$ cat config.mk
export PLATFORM = sky130hd
export DESIGN_NAME = packet_replay_pacer_flat
export DESIGN_NICKNAME = d
export VERILOG_FILES = /design/src/rtl/prp_pkg.sv /design/src/rtl/prp_ifs.sv /design/src/rtl/prp_div.sv /design/src/rtl/packet_replay_pacer.sv /design/src/flat_wrapper.sv
export SDC_FILE = /design/constraint.sdc
export NUM_CORES = 2
export LEC_CHECK = 0
export BUFFER_PORTS_ARGS = -buffer_cell sky130_fd_sc_hd__clkbuf_2
export CAP_MARGIN = 0
export CORE_AREA = 2 2 379 381
export DETAILED_ROUTE_END_ITERATION = 12
export DIE_AREA = 0 0 381 383
export GPL_TIMING_DRIVEN = 0
export HOLD_SLACK_MARGIN = 0.03
export REMOVE_ABC_BUFFERS = 1
export SYNTH_ARGS = -nofsm -noshare
export SYNTH_HDL_FRONTEND = slang
export SYNTH_SLANG_ARGS = --single-unit
$ cat constraint.sdc
create_clock -name i_clk -period 7 [get_ports i_clk]
set_clock_uncertainty 0.15 [all_clocks]
set_input_delay 1.4 -clock i_clk [delete_from_list [all_inputs] [get_ports i_clk]]
set_output_delay 1.4 -clock i_clk [all_outputs]
set_load 0.02 [all_outputs]
$ cat src/rtl/prp_pkg.sv
`default_nettype none
package prp_pkg;

    localparam int TIME_W    = 56;
    localparam int LEN_W     = 16;
    localparam int SPEED_W   = 32;
    localparam int MODE_W    = 2;
    localparam int CFG_IDX_W = 1;

    // default fraction bits of the speed word
    localparam int SPEED_FRAC_BITS_DEF = 16;

    localparam int USEC_W = 20;
    localparam logic [USEC_W-1:0] USEC_PER_SEC = 20'd1000000;

    localparam logic [TIME_W-1:0] TIME_MAX = {TIME_W{1'b1}};

    // register indexes on the config port
    localparam logic [CFG_IDX_W-1:0] CFG_SPEED_MODE = 1'b0;
    localparam logic [CFG_IDX_W-1:0] CFG_SPEED_Q16  = 1'b1;

    typedef enum logic [MODE_W-1:0] {
        MODE_TOP  = 2'd0,
        MODE_MULT = 2'd1,
        MODE_BYTE = 2'd2,
        MODE_PKT  = 2'd3
    } t_speed_mode;

    typedef enum logic [2:0] {
        S_IDLE,
        S_LOAD,
        S_DIV,
        S_ACC,
        S_ELAP,
        S_FIN
    } t_state;

endpackage
`default_nettype wire

$ cat src/rtl/prp_ifs.sv
`default_nettype none
// input packet channel
interface prp_in_if;
    logic                        valid;
    logic                        ready;
    logic [prp_pkg::TIME_W-1:0]  pkt_time_us;
    logic [prp_pkg::TIME_W-1:0]  prev_time_us;
    logic [prp_pkg::LEN_W-1:0]   pkt_len;
    logic [prp_pkg::TIME_W-1:0]  now_us;

    modport source (output valid, pkt_time_us, prev_time_us, pkt_len, now_us,
                    input ready);
    modport sink   (input valid, pkt_time_us, prev_time_us, pkt_len, now_us,
                    output ready);
endinterface

// result channel
interface prp_out_if;
    logic                        valid;
    logic                        ready;
    logic [prp_pkg::TIME_W-1:0]  wait_us;

    modport source (output valid, wait_us, input ready);
    modport sink   (input valid, wait_us, output ready);
endinterface

// register write channel
interface prp_cfg_if;
    logic                          valid;
    logic                          ready;
    logic [prp_pkg::CFG_IDX_W-1:0] index;
    logic [prp_pkg::SPEED_W-1:0]   data;

    modport source (output valid, index, data, input ready);
    modport sink   (input valid, index, data, output ready);
endinterface
`default_nettype wire

$ cat src/rtl/prp_div.sv
`default_nettype none
// Restoring divider, one quotient bit per cycle.
// quot = min(floor(dividend * 2^FRAC_BITS / divisor), 2^56-1)
module prp_div #(
    parameter int FRAC_BITS = prp_pkg::SPEED_FRAC_BITS_DEF
) (
    input  wire logic                          i_clk,
    input  wire logic                          i_rst_n,
    input  wire logic                          i_start,
    input  wire logic [prp_pkg::TIME_W-1:0]    i_dividend,
    input  wire logic [prp_pkg::SPEED_W-1:0]   i_divisor,
    output logic                               o_done,
    output logic [prp_pkg::TIME_W-1:0]         o_quot
);

    localparam int DVD_W = prp_pkg::TIME_W + FRAC_BITS;
    localparam int CNT_W = $clog2(DVD_W);
    localparam int SW    = prp_pkg::SPEED_W;
    localparam int TW    = prp_pkg::TIME_W;

    logic [DVD_W-1:0] r_dvd;
    logic [SW-1:0]    r_d;
    logic [SW-1:0]    r_rem;
    logic [TW-1:0]    r_q;
    logic             r_sat;
    logic [CNT_W-1:0] r_cnt;
    logic             r_busy;
    logic             r_done;

    logic [SW:0] trial;
    logic [SW:0] diff;
    logic        ge;

    assign trial = {r_rem, r_dvd[DVD_W-1]};
    assign diff  = trial - {1'b0, r_d};
    assign ge    = (trial >= {1'b0, r_d});

    always_ff @(posedge i_clk) begin
        if (!i_rst_n) begin
            r_busy <= 1'b0;
            r_done <= 1'b0;
            r_cnt  <= '0;
        end else begin
            r_done <= 1'b0;
            if (i_start) begin
                r_busy <= 1'b1;
                r_cnt  <= '0;
            end else if (r_busy) begin
                r_cnt <= r_cnt + CNT_W'(1);
                if (r_cnt == CNT_W'(DVD_W - 1)) begin
                    r_busy <= 1'b0;
                    r_done <= 1'b1;
                end
            end
        end
    end

    always_ff @(posedge i_clk) begin
        if (i_start) begin
            r_dvd <= {i_dividend, {FRAC_BITS{1'b0}}};
            r_d   <= i_divisor;
            r_rem <= '0;
            r_q   <= '0;
            r_sat <= 1'b0;
        end else if (r_busy) begin
            r_dvd <= {r_dvd[DVD_W-2:0], 1'b0};
            r_rem <= ge ? diff[SW-1:0] : trial[SW-1:0];
            r_q   <= {r_q[TW-2:0], ge};
            // a one leaving the top bit means the quotient needs more than 56 bits
            r_sat <= r_sat | r_q[TW-1];
        end
    end

    assign o_done = r_done;
    assign o_quot = r_sat ? prp_pkg::TIME_MAX : r_q;

endmodule
`default_nettype wire

$ cat src/rtl/packet_replay_pacer.sv
`default_nettype none
// Replay pacer: for each packet transaction on i_in it returns one transaction on
// o_out with the microseconds to wait before sending that packet. Mode 0 (top
// speed) always answers 0 and leaves the pacing state alone; the other modes add a
// per-packet nap (capture gap / speed, length * 1e6 / speed, or 1e6 / speed) to an
// accumulated target and answer target minus time elapsed since the epoch, floored
// at 0. A packet with prev_time_us == 0 restarts the epoch at now_us. Speed is
// unsigned fixed point with SPEED_FRAC_BITS fraction bits; quotients truncate and
// everything saturates at 2^56-1. Registers are written on i_cfg (index 0 mode,
// index 1 speed); the user must write them only while the block is idle, which the
// block does not enforce. One packet is in flight at a time: it passes the load,
// divide (bit-serial divider, only when a division is needed), accumulate, elapsed
// and finish states, or in top speed mode load then finish. A finished result sits
// in an output register, so the next packet is taken while it waits.
module packet_replay_pacer #(
    parameter int SPEED_FRAC_BITS = prp_pkg::SPEED_FRAC_BITS_DEF
) (
    input  wire logic  i_clk,
    input  wire logic  i_rst_n,
    prp_in_if.sink     i_in,
    prp_out_if.source  o_out,
    prp_cfg_if.sink    i_cfg
);

    localparam int TW = prp_pkg::TIME_W;
    localparam int SW = prp_pkg::SPEED_W;
    localparam int PW = prp_pkg::LEN_W + prp_pkg::USEC_W;
    localparam logic [SW-1:0] SPEED_ONE = SW'(64'd1 << SPEED_FRAC_BITS);

    // ---------------- registers ----------------
    prp_pkg::t_state      r_state, n_state;
    prp_pkg::t_speed_mode r_mode;
    logic [SW-1:0]        r_speed;

    logic [TW-1:0]        r_epoch;      // wall time at the last first packet
    logic [TW-1:0]        r_target;     // accumulated naps since the epoch

    // captured packet
    logic [TW-1:0]               r_t;
    logic [TW-1:0]               r_prev;
    logic [prp_pkg::LEN_W-1:0]   r_len;
    logic [TW-1:0]               r_now;
    logic                        r_first;

    logic [TW-1:0]        r_nap;
    logic [TW-1:0]        r_elap;
    logic                 r_zero;       // top speed: answer is 0

    logic                 r_out_vld;
    logic [TW-1:0]        r_out_wait;

    // ---------------- control ----------------
    logic in_xact;
    logic out_free;
    logic fin_load;
    logic div_start;
    logic div_done;
    logic [TW-1:0] div_quot;

    // ---------------- load-stage nap setup ----------------
    logic [TW-1:0] gap;
    logic [PW-1:0] prod;
    logic [TW-1:0] nap_ld;
    logic [TW-1:0] dvd_ld;
    logic          div_need;

    logic [TW:0]   sum;
    logic [TW-1:0] wait_val;

    assign in_xact  = i_in.valid & i_in.ready;
    assign out_free = !r_out_vld || o_out.ready;

    assign gap  = (!r_first && (r_t > r_prev)) ? (r_t - r_prev) : '0;
    assign prod = PW'(r_len) * PW'(prp_pkg::USEC_PER_SEC);

    always_comb begin
        nap_ld   = '0;
        dvd_ld   = '0;
        div_need = 1'b0;
        case (r_mode)
            prp_pkg::MODE_MULT: begin
                // speed 0 or unity leaves the gap as is
                nap_ld   = gap;
                dvd_ld   = gap;
                div_need = (gap != '0) && (r_speed != '0) && (r_speed != SPEED_ONE);
            end
            prp_pkg::MODE_BYTE: begin
                // first packet gets no nap in byte rate mode
                if (!r_first) begin
                    if (r_speed == '0) begin
                        nap_ld = prp_pkg::TIME_MAX;
                    end else begin
                        dvd_ld   = TW'(prod);
                        div_need = 1'b1;
                    end
                end
            end
            prp_pkg::MODE_PKT: begin
                if (r_speed == '0) begin
                    nap_ld = prp_pkg::TIME_MAX;
                end else begin
                    dvd_ld   = TW'(prp_pkg::USEC_PER_SEC);
                    div_need = 1'b1;
                end
            end
            default: begin
                nap_ld   = '0;
                div_need = 1'b0;
            end
        endcase
    end

    assign sum      = {1'b0, r_target} + {1'b0, r_nap};
    assign wait_val = (r_zero || (r_target <= r_elap)) ? '0 : (r_target - r_elap);

    // ---------------- sequencer: next state ----------------
    always_comb begin
        n_state = r_state;
        case (r_state)
            prp_pkg::S_IDLE: begin
                if (in_xact) begin
                    n_state = prp_pkg::S_LOAD;
                end
            end
            prp_pkg::S_LOAD: begin
                if (r_mode == prp_pkg::MODE_TOP) begin
                    n_state = prp_pkg::S_FIN;
                end else if (div_need) begin
                    n_state = prp_pkg::S_DIV;
                end else begin
                    n_state = prp_pkg::S_ACC;
                end
            end
            prp_pkg::S_DIV: begin
                if (div_done) begin
                    n_state = prp_pkg::S_ACC;
                end
            end
            prp_pkg::S_ACC: begin
                n_state = prp_pkg::S_ELAP;
            end
            prp_pkg::S_ELAP: begin
                n_state = prp_pkg::S_FIN;
            end
            prp_pkg::S_FIN: begin
                if (out_free) begin
                    n_state = prp_pkg::S_IDLE;
                end
            end
            default: begin
                n_state = prp_pkg::S_IDLE;
            end
        endcase
    end

    // ---------------- sequencer: outputs ----------------
    always_comb begin
        i_in.ready = 1'b0;
        div_start  = 1'b0;
        fin_load   = 1'b0;
        case (r_state)
            prp_pkg::S_IDLE: i_in.ready = 1'b1;
            prp_pkg::S_LOAD: div_start  = (r_mode != prp_pkg::MODE_TOP) && div_need;
            prp_pkg::S_FIN:  fin_load   = out_free;
            default: begin
                i_in.ready = 1'b0;
            end
        endcase
    end

    // ---------------- shared divider ----------------
    prp_div #(
        .FRAC_BITS (SPEED_FRAC_BITS)
    ) u_div (
        .i_clk      (i_clk),
        .i_rst_n    (i_rst_n),
        .i_start    (div_start),
        .i_dividend (dvd_ld),
        .i_divisor  (r_speed),
        .o_done     (div_done),
        .o_quot     (div_quot)
    );

    // ---------------- control registers ----------------
    always_ff @(posedge i_clk) begin
        if (!i_rst_n) begin
            r_state   <= prp_pkg::S_IDLE;
            r_mode    <= prp_pkg::MODE_MULT;
            r_speed   <= SW'(64'd65536);
            r_epoch   <= '0;
            r_target  <= '0;
            r_out_vld <= 1'b0;
        end else begin
            r_state <= n_state;

            if (i_cfg.valid && i_cfg.ready) begin
                case (i_cfg.index)
                    prp_pkg::CFG_SPEED_MODE:
                        r_mode <= prp_pkg::t_speed_mode'(i_cfg.data[prp_pkg::MODE_W-1:0]);
                    prp_pkg::CFG_SPEED_Q16:
                        r_speed <= i_cfg.data;
                    default: begin
                        r_speed <= r_speed;
                    end
                endcase
            end

            // first packet restarts the epoch
            if (r_state == prp_pkg::S_LOAD && r_first && r_mode != prp_pkg::MODE_TOP) begin
                r_epoch  <= r_now;
                r_target <= '0;
            end else if (r_state == prp_pkg::S_ACC) begin
                r_target <= sum[TW] ? prp_pkg::TIME_MAX : sum[TW-1:0];
            end

            if (fin_load) begin
                r_out_vld <= 1'b1;
            end else if (o_out.ready) begin
                r_out_vld <= 1'b0;
            end
        end
    end

    // ---------------- datapath registers ----------------
    always_ff @(posedge i_clk) begin
        if (in_xact) begin
            r_t     <= i_in.pkt_time_us;
            r_prev  <= i_in.prev_time_us;
            r_len   <= i_in.pkt_len;
            r_now   <= i_in.now_us;
            r_first <= (i_in.prev_time_us == '0);
        end
        if (r_state == prp_pkg::S_LOAD) begin
            r_nap  <= nap_ld;
            r_zero <= (r_mode == prp_pkg::MODE_TOP);
        end
        if (r_state == prp_pkg::S_DIV && div_done) begin
            r_nap <= div_quot;
        end
        if (r_state == prp_pkg::S_ELAP) begin
            // wall clock behind the epoch counts as no time elapsed
            r_elap <= (r_now >= r_epoch) ? (r_now - r_epoch) : '0;
        end
        if (fin_load) begin
            r_out_wait <= wait_val;
        end
    end

    assign i_cfg.ready   = 1'b1;
    assign o_out.valid   = r_out_vld;
    assign o_out.wait_us = r_out_wait;

    // ---------------- assertions ----------------
    a_done_in_div: assert property (@(posedge i_clk) disable iff (!i_rst_n)
        div_done |-> (r_state == prp_pkg::S_DIV))
        else $error("divider finished outside the divide state");

    a_target_grows: assert property (@(posedge i_clk) disable iff (!i_rst_n)
        (r_state == prp_pkg::S_ACC) |=> (r_target >= $past(r_target)))
        else $error("accumulated target went backwards");

    a_wait_bound: assert property (@(posedge i_clk) disable iff (!i_rst_n)
        fin_load |=> (o_out.wait_us <= r_target))
        else $error("wait exceeds accumulated target");

    a_top_keeps_state: assert property (@(posedge i_clk) disable iff (!i_rst_n)
        (r_state == prp_pkg::S_LOAD && r_mode == prp_pkg::MODE_TOP)
            |=> ($stable(r_target) && $stable(r_epoch)))
        else $error("top speed mode touched pacing state");

endmodule
`default_nettype wire

$ cat src/flat_wrapper.sv
// flat-port wrapper written by rule: the top's interface ports become plain ports
module packet_replay_pacer_flat 
#(
    parameter int SPEED_FRAC_BITS = prp_pkg::SPEED_FRAC_BITS_DEF
)
  (i_clk, i_rst_n, i_in_valid, i_in_pkt_time_us, i_in_prev_time_us, i_in_pkt_len, i_in_now_us, i_in_ready, o_out_valid, o_out_wait_us, o_out_ready, i_cfg_valid, i_cfg_index, i_cfg_data, i_cfg_ready);
  prp_in_if i_in_i ();
  prp_out_if o_out_i ();
  prp_cfg_if i_cfg_i ();
  input  wire logic i_clk;
  input  wire logic i_rst_n;
  input wire logic [$bits(i_in_i.valid)-1:0] i_in_valid;
  input wire logic [$bits(i_in_i.pkt_time_us)-1:0] i_in_pkt_time_us;
  input wire logic [$bits(i_in_i.prev_time_us)-1:0] i_in_prev_time_us;
  input wire logic [$bits(i_in_i.pkt_len)-1:0] i_in_pkt_len;
  input wire logic [$bits(i_in_i.now_us)-1:0] i_in_now_us;
  output wire logic [$bits(i_in_i.ready)-1:0] i_in_ready;
  output wire logic [$bits(o_out_i.valid)-1:0] o_out_valid;
  output wire logic [$bits(o_out_i.wait_us)-1:0] o_out_wait_us;
  input wire logic [$bits(o_out_i.ready)-1:0] o_out_ready;
  input wire logic [$bits(i_cfg_i.valid)-1:0] i_cfg_valid;
  input wire logic [$bits(i_cfg_i.index)-1:0] i_cfg_index;
  input wire logic [$bits(i_cfg_i.data)-1:0] i_cfg_data;
  output wire logic [$bits(i_cfg_i.ready)-1:0] i_cfg_ready;
  assign i_in_i.valid = i_in_valid;
  assign i_in_i.pkt_time_us = i_in_pkt_time_us;
  assign i_in_i.prev_time_us = i_in_prev_time_us;
  assign i_in_i.pkt_len = i_in_pkt_len;
  assign i_in_i.now_us = i_in_now_us;
  assign i_in_ready = i_in_i.ready;
  assign o_out_valid = o_out_i.valid;
  assign o_out_wait_us = o_out_i.wait_us;
  assign o_out_i.ready = o_out_ready;
  assign i_cfg_i.valid = i_cfg_valid;
  assign i_cfg_i.index = i_cfg_index;
  assign i_cfg_i.data = i_cfg_data;
  assign i_cfg_ready = i_cfg_i.ready;
  packet_replay_pacer #(.SPEED_FRAC_BITS(SPEED_FRAC_BITS)) u_core (.i_clk(i_clk), .i_rst_n(i_rst_n), .i_in(i_in_i), .o_out(o_out_i), .i_cfg(i_cfg_i));
endmodule
Yosys cells after proc, flatten, opt, wreduce, memory -nomap -nowiden
Cells that the tools add are included.
{"block": "word_totals", "elab_cells": 112, "ff_bits": 690}
{"block": "classes", "n_mux": 33, "n_addsub": 6, "n_mul": 1, "bitwise_logic": 5, "magnitude_cmp": 4, "n_eq_ne": 13, "reduce_logical": 27}
{"cell": "56-bit 2-to-1 mux", "count": 8}
{"cell": "56-bit case mux with 3 select lines", "count": 2}
{"cell": "56-bit subtractor", "count": 3}
{"cell": "72-bit 2-to-1 mux", "count": 2}
{"cell": "56-bit by 56-bit adder with 57-bit output", "count": 1}
{"cell": "56-bit greater-or-equal comparator", "count": 1}
{"cell": "56-bit greater-than comparator", "count": 1}
{"cell": "56-bit <= comparator", "count": 1}
{"cell": "56-bit logical NOT", "count": 1}
{"cell": "56-bit nonzero test", "count": 1}
{"cell": "36-bit 2-to-1 mux", "count": 1}
{"cell": "33-bit by 32-bit greater-or-equal comparator with 1-bit output", "count": 1}
{"cell": "32-bit logical NOT", "count": 1}
{"cell": "32-bit 2-to-1 mux", "count": 1}
{"cell": "32-bit by 17-bit != test with 1-bit output, second input constant", "count": 1}
{"cell": "32-bit nonzero test", "count": 1}
{"cell": "32-bit subtractor", "count": 1}
{"cell": "16-bit by 14-bit multiplier with 30-bit output, second input constant", "count": 1}
{"cell": "20-bit 2-to-1 mux", "count": 1}
{"cell": "3-bit case mux with 6 select lines", "count": 1}
{"cell": "1-bit 2-to-1 mux", "count": 12}
{"cell": "3-bit 2-to-1 mux", "count": 4}
{"cell": "2-bit nonzero test", "count": 4}
{"cell": "7-bit by 1-bit adder with 7-bit output, second input constant", "count": 1}
{"cell": "21 further kinds", "count": 37}

Depth between registers and ports, before layout
{"block": "depth", "depth_word": 10, "depth_mapped": 24, "mapped_depth_nobuf": 24}

Modules after synthesis
A second synthesis with hierarchy kept.
{"block": "hier_totals", "hier_cells": 4656, "hier_area_um2": 44044.7}
{"module": "packet_replay_pacer", "instances": 1, "cells_per_inst": 3755, "area_each_um2": 34753.3}
{"module": "prp_div", "instances": 1, "cells_per_inst": 901, "area_each_um2": 9291.4}

Worst setup path after synthesis
Ideal clock, no wire load.
{"block": "synth_timing", "path_type": "input -> register", "start": "input i_in_valid", "end": "register u_core.r_first (enable)", "t_arrival_ns": 5.603, "setup_time_ns": 0.567, "required_time_ns": 6.283, "n_path_buf": 0, "slack_ns": 0.680, "path_stages": 1, "cell_sequence": "and2_1"}
{"block": "synth_via", "elab_chain_cells": 1}
{"element": "start, declared", "line": "flat_wrapper.sv:12", "rtl": "input wire logic [$bits(i_in_i.valid)-1:0] i_in_valid;"}
{"element": "1-bit AND", "line": "packet_replay_pacer.sv:70", "rtl": "assign in_xact = i_in.valid & i_in.ready;"}
{"element": "end signal, assigned", "line": "packet_replay_pacer.sv:231", "rtl": "r_first <= (i_in.prev_time_us == '0);"}
{"element": "end, declared", "line": "packet_replay_pacer.sv:43", "rtl": "logic r_first;"}
No other way between the ends.
A chain may end at the register's enable or synchronous reset.

Worst setup path in the final report
{"block": "layout_timing", "start": "register u_core.r_len[1] in the netlist's numbering", "end": "register u_core.u_div.r_dvd[51] (data pin)"}
{"block": "layout_via", "elab_chain_cells": 5}
{"element": "start, declared", "line": "packet_replay_pacer.sv:41", "rtl": "logic [prp_pkg::LEN_W-1:0] r_len;"}
{"element": "start signal, assigned", "line": "packet_replay_pacer.sv:229", "rtl": "r_len <= i_in.pkt_len;"}
{"element": "16-bit by 14-bit multiplier with 30-bit output", "line": "packet_replay_pacer.sv:74", "rtl": "assign prod = PW'(r_len) * PW'(prp_pkg::USEC_PER_SEC);"}
{"element": "36-bit 2-to-1 mux", "line": "packet_replay_pacer.sv:90", "rtl": "if (r_speed == '0) begin"}
{"element": "56-bit 2-to-1 mux", "line": "packet_replay_pacer.sv:89", "rtl": "if (!r_first) begin"}
{"element": "56-bit case mux with 3 select lines", "line": "packet_replay_pacer.sv:80", "rtl": "case (r_mode)"}
{"element": "72-bit 2-to-1 mux", "line": "prp_div.sv:59", "rtl": "if (i_start) begin"}
{"element": "end signal, assigned", "line": "prp_div.sv:60", "rtl": "r_dvd <= {i_dividend, {FRAC_BITS{1'b0}}};"}
{"element": "end signal, assigned", "line": "prp_div.sv:66", "rtl": "r_dvd <= {r_dvd[DVD_W-2:0], 1'b0};"}
{"element": "end, declared", "line": "prp_div.sv:21", "rtl": "logic [DVD_W-1:0] r_dvd;"}
No other way between the ends.

==> flow_metrics.tcl <==
set metrics [dict create \
    power_density_nw_per_um2 365 \
    finish.net_count 5267 \
    placedInstanceArea_um2 46100 \
    finalInstanceArea_um2 48900 \
    vias 32500 \
    synth.cells.most_frequent "442 x sky130_fd_sc_hd__edfxtp_1, 410 x sky130_fd_sc_hd__nand2_1, 384 x sky130_fd_sc_hd__nor2_1, 367 x sky130_fd_sc_hd__inv_1, 362 x sky130_fd_sc_hd__ha_1" \
    synth_edf_count 442 \
    drt_wl_total_um 114000 \
    worst_setup_path_end_kind "flip-flop" \
    critical_path.startpoint_type "flip-flop" \
    floorplan.die.height_um 383 \
    synth_area_leaders "sky130_fd_sc_hd__edfxtp_1 31%, sky130_fd_sc_hd__dfxtp_1 12%, sky130_fd_sc_hd__ha_1 11%, sky130_fd_sc_hd__a21oi_1 4.2%, sky130_fd_sc_hd__nand2_1 3.6%" \
    cts_hold_buf 0 \
    detail-route-antenna-nets 0 \
    tritoncts "done" \
    netlist.area_leader.share_pct 31.4 \
    ir_worst_vdd_mv 0.406 \
    critPathSlowestCell "sky130_fd_sc_hd__fa_1" \
    primary_ff_master_synth "sky130_fd_sc_hd__edfxtp_1" \
    htree_levels 3 \
    crit_fanout 6 \
    first_global_vias 31100 \
    netSwitchingPower_mw 7.12 \
    ys_seq_elements 690 \
    layout.core_utilization_pct 34.4 \
    hold_violation_count_in_the_final_report 0 \
    max-slew-margin-rel_pct 17.9 \
    syn_inst 4377 \
    timing.critical_path.required_ns 7.28 \
    max_stage_delay_ns 0.55 \
    post-dp-hpwl_um 88700 \
    internal_power_mw 10.7 \
    cts_made_buffers 81 \
    clk_pin_slew_worst_paths_ns 0.06 \
    fp.coreArea_um2 142000 \
    synth_area_leader_cell "sky130_fd_sc_hd__edfxtp_1" \
    worst_slew_pin_slew_ns 1.23 \
    detail_route.iter0.violations 2147 \
    clock_tree.root_cell "sky130_fd_sc_hd__clkbuf_16" \
    timing_max_transition_violations_final 0 \
    pwr-share-clk_pct 23.6 \
    clockBufferDepth 3 \
    timing.final.crit_share_pct 96.1 \
    power_mw 17.8 \
    post_drt_via_cell_ratio 4.93 \
    run_status "finished clean" \
    fp-row-count 139 \
    ios 281 \
    yosys.cell_types.count 82 \
    pre_cts_ws_ns -0.182 \
    power.combinational.fraction_pct 47.2 \
    globalRouteOverflowTotal 0 \
    initial_utilization_pct 29.7 \
    drive_gt1_share_pct 11.5 \
    min_path_type "flip-flop to flip-flop" \
    synthesis.yosys.warnings 0 \
    total_routing_usage_gr_pct 15.2 \
    largest_net_degree_at_the_start_of_global_routing 75 \
    timing.final.setup_violations 0 \
    swShare_pct 39.9 \
    numClockSinks 690 \
    grt_antenna_before_repair 12 \
    area_delta_synth_final_pct 15.6 \
    path_cells "inv_1 > fa_1 > fa_1 > inv_1 > fa_1 > fa_1 > ha_1 > inv_1 > fa_1 > inv_1 > ha_1 > nand3_1 > o311ai_4 > o41ai_4 > nor2_1 > nor2_1 > a21oi_1 > a41oi_1 > a21oi_1 > a31oi_1 > xnor2_2 > o21ai_0 > mux2_4" \
    grt_first_pass_wirelength_um 176000 \
    netlist_area_before_placement_um2 42300 \
    timing_worst_setup_path_type "flip-flop to flip-flop" \
    ys_async_sr_fraction_pct 0 \
    max_cap_viol_count 0 \
    drtPass1Iterations 5 \
    power.static_leakage_nw 20.4 \
    final.setup.tns_ns 0 \
    f_max_mhz 149 \
    synth_most_common_cell "sky130_fd_sc_hd__edfxtp_1" \
    portBuffers 279 \
    fraction_of_power_consumed_by_sequential_logic_pct 29.2 \
    route.detailed.drc 0 \
    die-area_um2 146000 \
    clkLatencyLatePin_ns 0.70 \
    critical-path-top-cell-by-count "sky130_fd_sc_hd__fa_1" \
    gp_congestion 0.863 \
    period_needed_ns 6.73 \
    layout_setup_ws_ns 0.274 \
    critical_path_arrival_ns 7.00 \
    post_synth.cell_area_avg_um2 9.66 \
    ys_seq_area_share_pct 43.1 \
    avgRoutedWirePerCell_um 17.3 \
    die_width_um 381 \
]
[per-layer routing]
metal	track usage, %	up-vias	routed length (um)
met3	2.15	152	5500
li1	-	16200	-
met1	21.2	15400	53900
met5	0	-	33
met4	4.60	6	2920
met2	24.3	767	51500
[per-stage QoR]
stage	hold slack [ns]	instances
floorplan	0.278	4219
global placement	0.292	6401
detailed placement	0.297	6438
CTS	0.304	6587
global route	0.319	6597
finish	0.296	6597
[registers in the layout, summed over array words and instances, names as in the netlist, 16 cells and up]
| signal | cells |
|---|---|
| u_core.r_nap | 56 |
| u_core.u_div.r_q | 56 |
| u_core.r_target | 56 |
| u_core.u_div.r_dvd | 56 |
| u_core.r_prev | 56 |
| u_core.r_speed | 32 |
| u_core.r_len | 16 |
| u_core.u_div.r_rem | 32 |
| u_core.r_now | 56 |
| u_core.u_div.r_d | 32 |
| u_core.r_t | 56 |
| u_core.r_elap | 56 |
| u_core.o_out.wait_us | 56 |
| u_core.r_epoch | 56 |
[layout by cell type (no fill, tap or decap), types with 13 or more instances in the layout]
cell | Yosys | final
sky130_fd_sc_hd__xnor2_1 | 129 | 128
sky130_fd_sc_hd__nand2b_1 | 48 | 47
sky130_fd_sc_hd__o21bai_1 | 26 | 26
sky130_fd_sc_hd__buf_4 | 1 | 17
sky130_fd_sc_hd__clkbuf_16 | 0 | 84
sky130_fd_sc_hd__clkbuf_2 | 1 | 278
sky130_fd_sc_hd__clkinv_2 | 0 | 13
sky130_fd_sc_hd__nor4_1 | 47 | 45
sky130_fd_sc_hd__nand2_1 | 410 | 410
sky130_fd_sc_hd__ha_1 | 362 | 362
sky130_fd_sc_hd__o31ai_1 | 21 | 20
sky130_fd_sc_hd__a21boi_0 | 96 | 96
sky130_fd_sc_hd__a21o_1 | 132 | 132
sky130_fd_sc_hd__o21ai_0 | 240 | 240
sky130_fd_sc_hd__a31oi_1 | 28 | 28
sky130_fd_sc_hd__nor3_1 | 58 | 57
sky130_fd_sc_hd__or3_1 | 17 | 17
sky130_fd_sc_hd__nand4_1 | 56 | 56
sky130_fd_sc_hd__o211ai_1 | 22 | 22
sky130_fd_sc_hd__a21oi_1 | 356 | 355
sky130_fd_sc_hd__nand3_1 | 56 | 55
sky130_fd_sc_hd__edfxtp_1 | 442 | 442
sky130_fd_sc_hd__fa_1 | 60 | 60
sky130_fd_sc_hd__nor2_1 | 384 | 380
sky130_fd_sc_hd__inv_1 | 367 | 364
sky130_fd_sc_hd__o2bb2ai_1 | 21 | 21
sky130_fd_sc_hd__clkbuf_1 | 127 | 24
sky130_fd_sc_hd__and3_1 | 27 | 26
sky130_fd_sc_hd__mux2i_1 | 76 | 76
sky130_fd_sc_hd__nor3b_1 | 18 | 17
sky130_fd_sc_hd__and2_1 | 22 | 21
sky130_fd_sc_hd__mux2_2 | 26 | 26
sky130_fd_sc_hd__a211oi_1 | 52 | 51
sky130_fd_sc_hd__nor2b_1 | 58 | 55
sky130_fd_sc_hd__dfxtp_1 | 248 | 247
sky130_fd_sc_hd__o21a_1 | 45 | 45
sky130_fd_sc_hd__xor2_1 | 115 | 114
[worst paths after layout]
path | cells after the start | from | slack, ns | end
max | 23 | u_core.r_len[1]$_DFFE_PP_ | 0.27 | u_core.u_div.r_dvd[51]$_DFFE_PP_
min | 0 | u_core.r_speed[18]$_SDFFE_PN0P_ | 0.30 | u_core.u_div.r_d[18]$_DFFE_PP_
max reg2reg | 23 | u_core.r_len[1]$_DFFE_PP_ | 0.27 | u_core.u_div.r_dvd[51]$_DFFE_PP_
min reg2reg | 0 | u_core.r_speed[18]$_SDFFE_PN0P_ | 0.30 | u_core.u_div.r_d[18]$_DFFE_PP_
[cells by family (layout without fill, tap and decap cells)]
group	Yosys count	count (layout)	synth area share, %
and+or+nand+nor	1234	1235	13.4
AOI/OAI and AO/OA	1153	1153	17.4
DFF	690	690	43.1
buffers and inverters	525	836	4.78
adders and majority gates	422	422	13.5
xor gates and xnor gates	244	244	5.05
muxes	108	108	2.70
other	1	6	0.00886
[worst max-delay path, delay by kind of cell, from the launching register on]
kind | cells | cell delay [ns]
xor gates and xnor gates | 1 | 0.22
muxes | 1 | 0.30
adders and majority gates | 7 | 3.19
buffers and inverters | 4 | 0.32
AOI/OAI and AO/OA | 7 | 1.41
and+or+nand+nor | 3 | 0.41
DFF | 1 | 0.47
[power by group through the flow]
| stage | Clock [mW] | Combinational, mW | Sequential (mW) |
|---|---|---|---|
| CTS | 4.32 | 8.27 | 5.21 |
| global placement | 0 | 7.97 | 5.39 |
| finish | 4.21 | 8.42 | 5.21 |
| detailed placement | 0 | 8.11 | 5.29 |
| floorplan | 0 | 6.01 | 5.22 |
| global route | 4.48 | 9.48 | 5.26 |
[final cells by class]
cell class	count	area, um^2
fill	14500	93400
multi-input combinational	3163	22200
sequential	690	18200
tap	1903	2380
clock buffer	113	2260
timing repair buffer	320	2020
inverter	367	1380
clock inverter	36	385
antenna	5	12.5
[what timing repair did]
item | in CTS | in global routing
gates resized for setup | 5 | 11
setup buffers | 0 | 4
pin swaps | 0 | 3
gates cloned | 0 | 1
endpoints found under the setup margin | 4 | 32
Note: power is estimated with default switching activity, not from simulation.
